`src/hdl/sedsh_pkg.sv`:
```
// sedsh_pkg: shared widths, constants and stage types of the soft edge disc shader
// no dependencies; every module of the block imports it

package sedsh_pkg;

    // field widths
    localparam int OFFSET_BITS = 9;
    localparam int FRAC_BITS   = 4;
    localparam int RADIUS_W    = 12;
    localparam int COLOR_W     = 8;

    // configuration port
    localparam int CFG_IDX_W  = 2;
    localparam int CFG_DATA_W = 12;
    localparam logic [CFG_IDX_W-1:0] CFG_RADIUS = 2'd0;
    localparam logic [CFG_IDX_W-1:0] CFG_RED    = 2'd1;
    localparam logic [CFG_IDX_W-1:0] CFG_GREEN  = 2'd2;
    localparam logic [CFG_IDX_W-1:0] CFG_BLUE   = 2'd3;
    localparam logic [RADIUS_W-1:0]  RADIUS_RESET = 12'd80;

    // distance datapath
    localparam int MAG_W  = OFFSET_BITS;
    localparam int SUM_W  = 2 * OFFSET_BITS;
    localparam int RAD_W  = SUM_W + 2 * FRAC_BITS;
    localparam int ROOT_W = OFFSET_BITS + FRAC_BITS;
    localparam int REM_W  = ROOT_W + 2;

    // fade datapath
    localparam int CMP_W   = (ROOT_W > RADIUS_W) ? ROOT_W : RADIUS_W;
    localparam int DIFF_W  = ROOT_W;
    localparam int SQ_W    = 2 * DIFF_W;
    localparam int SQ25_W  = SQ_W + 5;
    localparam logic [SQ25_W-1:0] FADE_DENOM = SQ25_W'(36 << (2 * FRAC_BITS));
    localparam int S_FRAC  = 12;
    localparam int S_W     = S_FRAC + 1;
    localparam logic [S_W-1:0] S_ONE = S_W'(1 << S_FRAC);
    // quotient by nine of a value below 9 * 4096, by reciprocal
    localparam int M_W         = 16;
    localparam int RECIP_SHIFT = 20;
    localparam int RECIP_W     = 17;
    localparam logic [RECIP_W-1:0] RECIP_NINE = RECIP_W'(((1 << RECIP_SHIFT) + 8) / 9);
    localparam int PROD9_W = M_W + RECIP_W;
    localparam int BLEND_W = COLOR_W + S_W;

    // front 3, one per root bit, fade 5, blend 2
    localparam int LATENCY = 3 + ROOT_W + 5 + 2;

    typedef struct packed {
        logic              valid;
        logic [RAD_W-1:0]  rad;
        logic [REM_W-1:0]  rem;
        logic [ROOT_W-1:0] root;
    } t_root;

    typedef struct packed {
        logic              valid;
        logic [ROOT_W-1:0] dist_q;
    } t_dist;

    typedef struct packed {
        logic           valid;
        logic           in_disc;
        logic [S_W-1:0] fade;
    } t_fade;

endpackage

```
`src/hdl/sedsh_root_step.sv`:
```
// sedsh_root_step: one registered digit step of the square root pipeline
// depends on sedsh_pkg (t_root)

module sedsh_root_step (
    input  logic           i_clk,
    input  logic           i_rst_n,
    input  sedsh_pkg::t_root i_stage,
    output sedsh_pkg::t_root o_stage
);
    import sedsh_pkg::*;

    t_root              r_stage;
    logic [REM_W+1:0]   cat;
    logic [REM_W+1:0]   trial;
    logic               take;
    logic [REM_W-1:0]   n_rem;
    logic [ROOT_W-1:0]  n_root;

    // bring down the next two radicand bits and try root*4+1
    assign cat   = {i_stage.rem, i_stage.rad[RAD_W-1 -: 2]};
    assign trial = {2'b00, i_stage.root, 2'b01};
    assign take  = (cat >= trial);

    always_comb begin
        if (take) begin
            n_rem  = REM_W'(cat - trial);
            n_root = {i_stage.root[ROOT_W-2:0], 1'b1};
        end else begin
            n_rem  = REM_W'(cat);
            n_root = {i_stage.root[ROOT_W-2:0], 1'b0};
        end
    end

    always_ff @(posedge i_clk) begin
        if (!i_rst_n) begin
            r_stage.valid <= 1'b0;
        end else begin
            r_stage.valid <= i_stage.valid;
        end
        r_stage.rad  <= {i_stage.rad[RAD_W-3:0], 2'b00};
        r_stage.rem  <= n_rem;
        r_stage.root <= n_root;
    end

    assign o_stage = r_stage;

endmodule

```
`src/hdl/sedsh_dist.sv`:
```
// sedsh_dist: magnitude, squares and pipelined integer square root of the pixel offset
// depends on sedsh_pkg and sedsh_root_step

module sedsh_dist (
    input  logic                                  i_clk,
    input  logic                                  i_rst_n,
    input  logic                                  i_valid,
    input  logic signed [sedsh_pkg::OFFSET_BITS-1:0] i_offset_x,
    input  logic signed [sedsh_pkg::OFFSET_BITS-1:0] i_offset_y,
    output sedsh_pkg::t_dist                      o_dist
);
    import sedsh_pkg::*;

    logic               r_a_valid;
    logic [MAG_W-1:0]   r_ax;
    logic [MAG_W-1:0]   r_ay;
    logic               r_b_valid;
    logic [SUM_W-1:0]   r_sqx;
    logic [SUM_W-1:0]   r_sqy;
    t_root              r_head;
    logic [MAG_W-1:0]   n_ax;
    logic [MAG_W-1:0]   n_ay;
    logic [SUM_W-1:0]   n_sum;
    t_root              chain [ROOT_W+1];

    // magnitude as unsigned, the most negative offset keeps its top bit
    assign n_ax  = i_offset_x[OFFSET_BITS-1] ? MAG_W'(-i_offset_x) : MAG_W'(i_offset_x);
    assign n_ay  = i_offset_y[OFFSET_BITS-1] ? MAG_W'(-i_offset_y) : MAG_W'(i_offset_y);
    assign n_sum = r_sqx + r_sqy;

    always_ff @(posedge i_clk) begin
        if (!i_rst_n) begin
            r_a_valid    <= 1'b0;
            r_b_valid    <= 1'b0;
            r_head.valid <= 1'b0;
        end else begin
            r_a_valid    <= i_valid;
            r_b_valid    <= r_a_valid;
            r_head.valid <= r_b_valid;
        end
        r_ax        <= n_ax;
        r_ay        <= n_ay;
        r_sqx       <= SUM_W'(r_ax * r_ax);
        r_sqy       <= SUM_W'(r_ay * r_ay);
        r_head.rad  <= {n_sum, {(2 * FRAC_BITS){1'b0}}};
        r_head.rem  <= '0;
        r_head.root <= '0;
    end

    assign chain[0] = r_head;

    for (genvar g = 0; g < ROOT_W; g++) begin : g_root
        sedsh_root_step u_step (
            .i_clk   (i_clk),
            .i_rst_n (i_rst_n),
            .i_stage (chain[g]),
            .o_stage (chain[g+1])
        );
    end

    assign o_dist.valid  = chain[ROOT_W].valid;
    assign o_dist.dist_q = chain[ROOT_W].root;

endmodule

```
`src/hdl/sedsh_fade.sv`:
```
// sedsh_fade: distance against radius, squared edge distance and the Q1.12 fade factor
// depends on sedsh_pkg (t_dist, t_fade, fade constants)

module sedsh_fade (
    input  logic                           i_clk,
    input  logic                           i_rst_n,
    input  logic [sedsh_pkg::RADIUS_W-1:0] i_radius,
    input  sedsh_pkg::t_dist               i_dist,
    output sedsh_pkg::t_fade               o_fade
);
    import sedsh_pkg::*;

    logic [CMP_W-1:0]        d_ext;
    logic [CMP_W-1:0]        r_ext;
    logic [CMP_W-1:0]        n_diff_full;
    logic                    r1_valid;
    logic                    r1_inside;
    logic [DIFF_W-1:0]       r1_diff;
    logic                    r2_valid;
    logic                    r2_inside;
    logic [SQ_W-1:0]         r2_sq;
    logic                    r3_valid;
    logic                    r3_inside;
    logic [SQ25_W-1:0]       r3_sq25;
    logic [SQ25_W+S_FRAC-1:0] m_wide;
    logic [M_W-1:0]          n_m;
    logic                    r4_valid;
    logic                    r4_inside;
    logic                    r4_sat;
    logic [PROD9_W-1:0]      r4_prod;
    t_fade                   r5_fade;

    assign d_ext       = CMP_W'(i_dist.dist_q);
    assign r_ext       = CMP_W'(i_radius);
    assign n_diff_full = d_ext - r_ext;

    // (sq*25*4096) / (36 << 2F) is (sq*25*4096 >> (2F+2)) / 9, below 9*4096 when unsaturated
    assign m_wide = {r3_sq25, {S_FRAC{1'b0}}} >> (2 * FRAC_BITS + 2);
    assign n_m    = m_wide[M_W-1:0];

    always_ff @(posedge i_clk) begin
        if (!i_rst_n) begin
            r1_valid      <= 1'b0;
            r2_valid      <= 1'b0;
            r3_valid      <= 1'b0;
            r4_valid      <= 1'b0;
            r5_fade.valid <= 1'b0;
        end else begin
            r1_valid      <= i_dist.valid;
            r2_valid      <= r1_valid;
            r3_valid      <= r2_valid;
            r4_valid      <= r3_valid;
            r5_fade.valid <= r4_valid;
        end
        r1_inside       <= (d_ext < r_ext);
        r1_diff         <= n_diff_full[DIFF_W-1:0];
        r2_inside       <= r1_inside;
        r2_sq           <= r1_diff * r1_diff;
        r3_inside       <= r2_inside;
        r3_sq25         <= (SQ25_W'(r2_sq) << 4) + (SQ25_W'(r2_sq) << 3) + SQ25_W'(r2_sq);
        r4_inside       <= r3_inside;
        r4_sat          <= (r3_sq25 >= FADE_DENOM);
        r4_prod         <= PROD9_W'(n_m * RECIP_NINE);
        r5_fade.in_disc <= r4_inside;
        if (r4_sat) begin
            r5_fade.fade <= S_ONE;
        end else begin
            r5_fade.fade <= {1'b0, r4_prod[RECIP_SHIFT +: S_FRAC]};
        end
    end

    assign o_fade = r5_fade;

endmodule

```
`src/hdl/sedsh_blend.sv`:
```
// sedsh_blend: outside the disc, fades each colour channel toward white by the fade factor
// depends on sedsh_pkg (t_fade, colour and blend widths)

module sedsh_blend (
    input  logic                          i_clk,
    input  logic                          i_rst_n,
    input  logic [sedsh_pkg::COLOR_W-1:0] i_fill_red,
    input  logic [sedsh_pkg::COLOR_W-1:0] i_fill_green,
    input  logic [sedsh_pkg::COLOR_W-1:0] i_fill_blue,
    input  sedsh_pkg::t_fade              i_fade,
    output logic                          o_valid,
    output logic [sedsh_pkg::COLOR_W-1:0] o_shade_red,
    output logic [sedsh_pkg::COLOR_W-1:0] o_shade_green,
    output logic [sedsh_pkg::COLOR_W-1:0] o_shade_blue,
    output logic                          o_inside_disc
);
    import sedsh_pkg::*;

    localparam logic [COLOR_W-1:0] WHITE = '1;

    logic               r1_valid;
    logic               r1_inside;
    logic [BLEND_W-1:0] r1_prod_r;
    logic [BLEND_W-1:0] r1_prod_g;
    logic [BLEND_W-1:0] r1_prod_b;
    logic               r2_valid;
    logic               r2_inside;
    logic [COLOR_W-1:0] r2_red;
    logic [COLOR_W-1:0] r2_green;
    logic [COLOR_W-1:0] r2_blue;

    always_ff @(posedge i_clk) begin
        if (!i_rst_n) begin
            r1_valid <= 1'b0;
            r2_valid <= 1'b0;
        end else begin
            r1_valid <= i_fade.valid;
            r2_valid <= r1_valid;
        end
        r1_inside <= i_fade.in_disc;
        r1_prod_r <= BLEND_W'((WHITE - i_fill_red) * i_fade.fade);
        r1_prod_g <= BLEND_W'((WHITE - i_fill_green) * i_fade.fade);
        r1_prod_b <= BLEND_W'((WHITE - i_fill_blue) * i_fade.fade);
        r2_inside <= r1_inside;
        // inside the disc the plain fill colour goes out
        if (r1_inside) begin
            r2_red   <= i_fill_red;
            r2_green <= i_fill_green;
            r2_blue  <= i_fill_blue;
        end else begin
            r2_red   <= i_fill_red + r1_prod_r[S_FRAC +: COLOR_W];
            r2_green <= i_fill_green + r1_prod_g[S_FRAC +: COLOR_W];
            r2_blue  <= i_fill_blue + r1_prod_b[S_FRAC +: COLOR_W];
        end
    end

    assign o_valid       = r2_valid;
    assign o_inside_disc = r2_inside;
    assign o_shade_red   = r2_red;
    assign o_shade_green = r2_green;
    assign o_shade_blue  = r2_blue;

endmodule

```
`src/hdl/soft_edge_disc_shader.sv`:
```
// soft_edge_disc_shader: top level, configuration registers and the shading pipeline
// depends on sedsh_pkg, sedsh_dist, sedsh_fade and sedsh_blend
//
// Shades one pixel of a filled disc whose edge fades to white.
// Input: a pixel offset from the disc centre (i_offset_x, i_offset_y, signed) is
// taken at each rising edge where start is high and busy is low. busy is high only
// while reset is held, so one pixel can be taken every clock.
// Output: each result shows on o_shade_red/green/blue and o_inside_disc for exactly
// one cycle, marked by o_valid. Results leave in the order the pixels came in.
// Pipeline: from the accepting edge to the cycle in which o_valid is high, a pixel passes
// 3 front stages (magnitude, squares, sum), one stage per root bit of the 13-bit
// distance, 5 fade stages and 2 blend stages. Throughput is one pixel per cycle.
// Configuration: i_cfg_we writes i_cfg_wdata to the register at i_cfg_idx
// (0 radius in pixels with four fraction bits, 1 red, 2 green, 3 blue). The
// registers are read down the pipeline, so write them only while no pixel is in flight.
// Reset: synchronous and active low; it drops every pixel in flight and sets the
// radius to 5.0 pixels and the fill colour to black.
// The receiver cannot stall; the pipeline never holds.

module soft_edge_disc_shader (
    input  logic                                     i_clk,
    input  logic                                     i_rst_n,
    input  logic                                     start,
    output logic                                     busy,
    input  logic signed [sedsh_pkg::OFFSET_BITS-1:0] i_offset_x,
    input  logic signed [sedsh_pkg::OFFSET_BITS-1:0] i_offset_y,
    input  logic                                     i_cfg_we,
    input  logic [sedsh_pkg::CFG_IDX_W-1:0]          i_cfg_idx,
    input  logic [sedsh_pkg::CFG_DATA_W-1:0]         i_cfg_wdata,
    output logic                                     o_valid,
    output logic [sedsh_pkg::COLOR_W-1:0]            o_shade_red,
    output logic [sedsh_pkg::COLOR_W-1:0]            o_shade_green,
    output logic [sedsh_pkg::COLOR_W-1:0]            o_shade_blue,
    output logic                                     o_inside_disc
);
    import sedsh_pkg::*;

    logic [RADIUS_W-1:0] r_radius;
    logic [COLOR_W-1:0]  r_fill_red;
    logic [COLOR_W-1:0]  r_fill_green;
    logic [COLOR_W-1:0]  r_fill_blue;
    logic                accept;
    t_dist               pix_dist;
    t_fade               fade;

    assign busy   = !i_rst_n;
    assign accept = start && !busy;

    always_ff @(posedge i_clk) begin
        if (!i_rst_n) begin
            r_radius     <= RADIUS_RESET;
            r_fill_red   <= '0;
            r_fill_green <= '0;
            r_fill_blue  <= '0;
        end else if (i_cfg_we) begin
            case (i_cfg_idx)
                CFG_RADIUS: r_radius     <= i_cfg_wdata[RADIUS_W-1:0];
                CFG_RED:    r_fill_red   <= i_cfg_wdata[COLOR_W-1:0];
                CFG_GREEN:  r_fill_green <= i_cfg_wdata[COLOR_W-1:0];
                CFG_BLUE:   r_fill_blue  <= i_cfg_wdata[COLOR_W-1:0];
                default: ;
            endcase
        end
    end

    sedsh_dist u_dist (
        .i_clk      (i_clk),
        .i_rst_n    (i_rst_n),
        .i_valid    (accept),
        .i_offset_x (i_offset_x),
        .i_offset_y (i_offset_y),
        .o_dist     (pix_dist)
    );

    sedsh_fade u_fade (
        .i_clk    (i_clk),
        .i_rst_n  (i_rst_n),
        .i_radius (r_radius),
        .i_dist   (pix_dist),
        .o_fade   (fade)
    );

    sedsh_blend u_blend (
        .i_clk         (i_clk),
        .i_rst_n       (i_rst_n),
        .i_fill_red    (r_fill_red),
        .i_fill_green  (r_fill_green),
        .i_fill_blue   (r_fill_blue),
        .i_fade        (fade),
        .o_valid       (o_valid),
        .o_shade_red   (o_shade_red),
        .o_shade_green (o_shade_green),
        .o_shade_blue  (o_shade_blue),
        .o_inside_disc (o_inside_disc)
    );

endmodule

```
`config.mk`:
```
export PLATFORM = sky130hd
export DESIGN_NAME = soft_edge_disc_shader
export DESIGN_NICKNAME = d
export VERILOG_FILES = /design/src/hdl/sedsh_pkg.sv /design/src/hdl/sedsh_root_step.sv /design/src/hdl/sedsh_dist.sv /design/src/hdl/sedsh_fade.sv /design/src/hdl/sedsh_blend.sv /design/src/hdl/soft_edge_disc_shader.sv
export SDC_FILE = /design/constraint.sdc
export NUM_CORES = 2
export LEC_CHECK = 0
export BUFFER_PORTS_ARGS = -buffer_cell sky130_fd_sc_hd__buf_2
export CAP_MARGIN = 20
export CORE_AREA = 10 10 278 387
export CTS_CLUSTER_DIAMETER = 30
export DETAILED_ROUTE_END_ITERATION = 7
export DIE_AREA = 0 0 288 397
export PLACE_DENSITY_LB_ADDON = 0.08
export REMOVE_ABC_BUFFERS = 1
export SYNTH_ARGS = -nofsm -noshare
export SYNTH_HDL_FRONTEND = slang
export SYNTH_SLANG_ARGS = --single-unit
```
`constraint.sdc`:
```
create_clock -name i_clk -period 12.1 [get_ports i_clk]
set_clock_uncertainty 0.05 [all_clocks]
set_input_delay 0.605 -clock i_clk [delete_from_list [all_inputs] [get_ports i_clk]]
set_output_delay 0.605 -clock i_clk [all_outputs]
set_load 0.01 [all_outputs]
```
==> implementation parameters <==
Parameter                              Value

Status
  Status ... complete, no violations

Worst setup path
  Critical path's slowest cell ... sky130_fd_sc_hd__dfxtp_1
  Required time of the critical path ... 12.68 ns
  Ordered cell list for the critical path ... nand2_1 > fa_1 > fa_1 > inv_1 > fa_1 > fa_1 > inv_1 > fa_1 > inv_1 > ha_1 > o21a_1 > o21ai_0 > nand2_1 > a311oi_1 > nor2_1 > a311o_1 > a31oi_1 > xnor2_1
  CP dominant cell by count ... sky130_fd_sc_hd__fa_1
  Type of element capturing the critical path ... flop
  Crit-path leading delay family ... adder cells
  Critical setup path kind ... flop to flop
  Critical path arrival ... 6.77 ns
  Worst Path Max Fanout ... 15
  Worst Path Buf+Inv ... 3
  Critical Path Source Type ... flop
  Max incr delay on CP ... 0.69 ns

Place
  Worst slack at placement ... 5.94 ns
  Count of port buffers added during placement ... 62
  Detailed placement HPWL ... 76.4 mm
  Final GP Congestion ... 0.826

GRT
  Initial antenna violation count ... 9
  Pin count of the biggest net entering global routing ... 36
  Total gr overflow ... 0
  First-pass GRT wire length ... 159 mm
  Via count of the first global-routing pass ... 32,300
  Tot GR Track Use ... 17.1%

Logic synthesis
  Post-synth EDFFs ... 0
  Top area cells in the synthesized netlist ... sky130_fd_sc_hd__dfxtp_1 (27%), sky130_fd_sc_hd__fa_1 (20%), sky130_fd_sc_hd__ha_1 (17%)
  Share of the yosys chip area belonging to registers ... 26.7%
  Yosys top cell by area ... sky130_fd_sc_hd__dfxtp_1
  Cell area after synthesis ... 44,700 um2
  Distinct cell type count after synthesis ... 74
  Main flop type after synthesis ... sky130_fd_sc_hd__dfxtp_1
  Total of flip-flops plus latches after synthesis ... 597
  Fraction of synthesis flops using an asynchronous set or reset pin ... 0%
  Most frequent cell after synthesis ... sky130_fd_sc_hd__inv_1
  Commonest cells post-synth ... sky130_fd_sc_hd__inv_1 (844), sky130_fd_sc_hd__ha_1 (599), sky130_fd_sc_hd__dfxtp_1 (597)
  Post-synthesis average cell area ... 9.63 um2
  Portion of synthesized cell area occupied by the leading cell type ... 26.7%
  Gate count after technology mapping ... 4,645
  Total of warnings raised by yosys ... 0

STA
  Period Utilization, post-route ... 51.2%
  Max Freq ... 161 MHz
  Final Hold Violating Endpoints ... 0
  Hold Worst Slack ... 0.0565 ns
  Max-slew headroom ... 33.5%
  Max-slew violation count ... 0
  Final Worst Setup Slack ... 5.91 ns
  Transition at the pin with the smallest max-transition slack ... 0.991 ns
  Setup violations, final ... 0
  Shortest clock period the worst path allows after layout ... 6.19 ns
  TNS Setup ... 0 ns
  Unrepaired setup endpoints after global routing ... no

Clocking
  Number of clock sinks ... 597
  Clock tree from TritonCTS ... built
  Clock tree buffer depth ... 3
  Post-CTS Setup Inserts ... 0
  Clock slew at the register clock pins of the worst setup and hold paths ... 0.05 ns
  Clock root buffer ... sky130_fd_sc_hd__clkbuf_16
  H-Tree Level Count ... 3
  Skew-Pair Late Insertion Delay ... 0.70 ns
  Number of CTS-inserted buffers ... 111

Routing
  Routed WL per cell ... 15.2 um
  Vias after detailed routing ... 30,000
  Via density ... 4.84
  Final antenna-violating net count ... 0
  Iteration-0 DRC Markers ... 931
  Number of detailed-route iterations in the first pass ... 4
  DRC violation count after routing ... 0
  Routed WL ... 94.2 mm

Final layout
  Final net count ... 5,835
  Syn-to-layout area delta ... 13.2%
  Fraction of final layout cells sized beyond drive strength 1 ... 7.15%
  Layout filler cell count ... 9,578
  Core occupancy in the finished layout ... 50.4%

Die
  Die outline area ... 114,000 um2
  # IOs ... 63
  Die outline height ... 397 um
  Floorplan Core Area ... 100,000 um2
  Initial core utilization ... 44.5%
  Overall die width ... 288 um
  Number of placement rows ... 138

Hold path
  Worst hold path class ... input port to flop

Run
  Max Cap Violations ... 0
-- logic make-up after synthesis --
| logic type | Yosys count | synth area share (%) |
|---|---|---|
| AND/OR/NAND/NOR | 1164 | 13.8 |
| flip-flops | 597 | 26.7 |
| AO/OA/AOI/OAI | 555 | 8.03 |
| adder cells (fa/ha/maj) | 1046 | 36.7 |
| other | 2 | 0.0168 |
| buffers and inverters | 950 | 8.03 |
| XOR/XNOR | 279 | 5.46 |
| multiplexers | 52 | 1.21 |
-- routing by layer --
layer	share of wire [%]	vias up	wire [um]	track usage, %
li1	-	15100	-	-
met2	56	336	52900	33.9
met4	3.8	0	3590	7.49
met5	0	-	0	0
met3	2.8	170	2660	2.31
met1	37	14400	35100	17.5
-- cell type report --
class | count | area, um2 | share of cell area [%]
Sequential cell | 597 | 12000 | 23.6
Antenna cell | 2 | 5.00 | 0.00988
Multi-Input combinational cell | 3101 | 29200 | 57.7
Clock buffer | 126 | 2940 | 5.79
Clock inverter | 85 | 1120 | 2.22
Tap cell | 1330 | 1660 | 3.28
Timing Repair Buffer | 95 | 578 | 1.14
Inverter | 847 | 3180 | 6.28
-- sequential cells by signal, summed over array words and instances, names as in the netlist, 9 cells and up --
register,cells
u_dist.g_root.u_step.o_stage,332
r_radius,12
u_dist.r_sqy,17
u_fade.r4_prod,12
u_fade.r1_diff,13
u_fade.r2_sq,25
u_fade.o_fade,15
u_dist.r_sqx,17
u_fade.r3_sq25,30
u_dist.r_ax,9
u_dist.r_ay,9
u_dist.chain,19
-- layout by cell type, fill, tap and decap left out, drive strengths merged, types with 66 or more instances in the layout --
master    n
nor2b   168
ha      599
nor3     70
nand2   241
fa      447
clkbuf  126
nand2b  192
buf      87
a21oi   168
and2    118
xnor2   193
xor2     86
nor2    186
inv     872
o21ai   120
dfxtp   597
a21o     66
-- worst paths after layout --
| kind | startpoint | end | slack (ns) | cells after the start |
|---|---|---|---|---|
| setup / recovery | u_fade.r1_diff[10] | u_fade.r2_sq[24] | 5.91 | 18 |
| hold / removal | i_offset_y[7] | u_dist.r_ay[8] | 0.06 | 2 |
| setup reg to reg | u_fade.r1_diff[10] | u_fade.r2_sq[24] | 5.91 | 18 |
| hold reg to reg | u_dist.chain[766] | u_dist.g_root[0].u_step.o_stage[53] | 0.27 | 0 |
-- timing repair --
action	4_1_cts	5_1_grt
hold buffers	8	0
gates resized for setup	0	0
hold endpoints to repair	8	0
-- per-stage QoR --
step | area, um2 | std cells
after floorplan | 44300 | 4545
after global placement | 46500 | 5962
after detailed placement | 46500 | 5962
after CTS | 50700 | 6181
after global routing | 50700 | 6183
final | 50700 | 6183
Power is left out: the tool's default activity adds up to more than one toggle a clock period on the data nets, which glitch-free logic cannot reach.
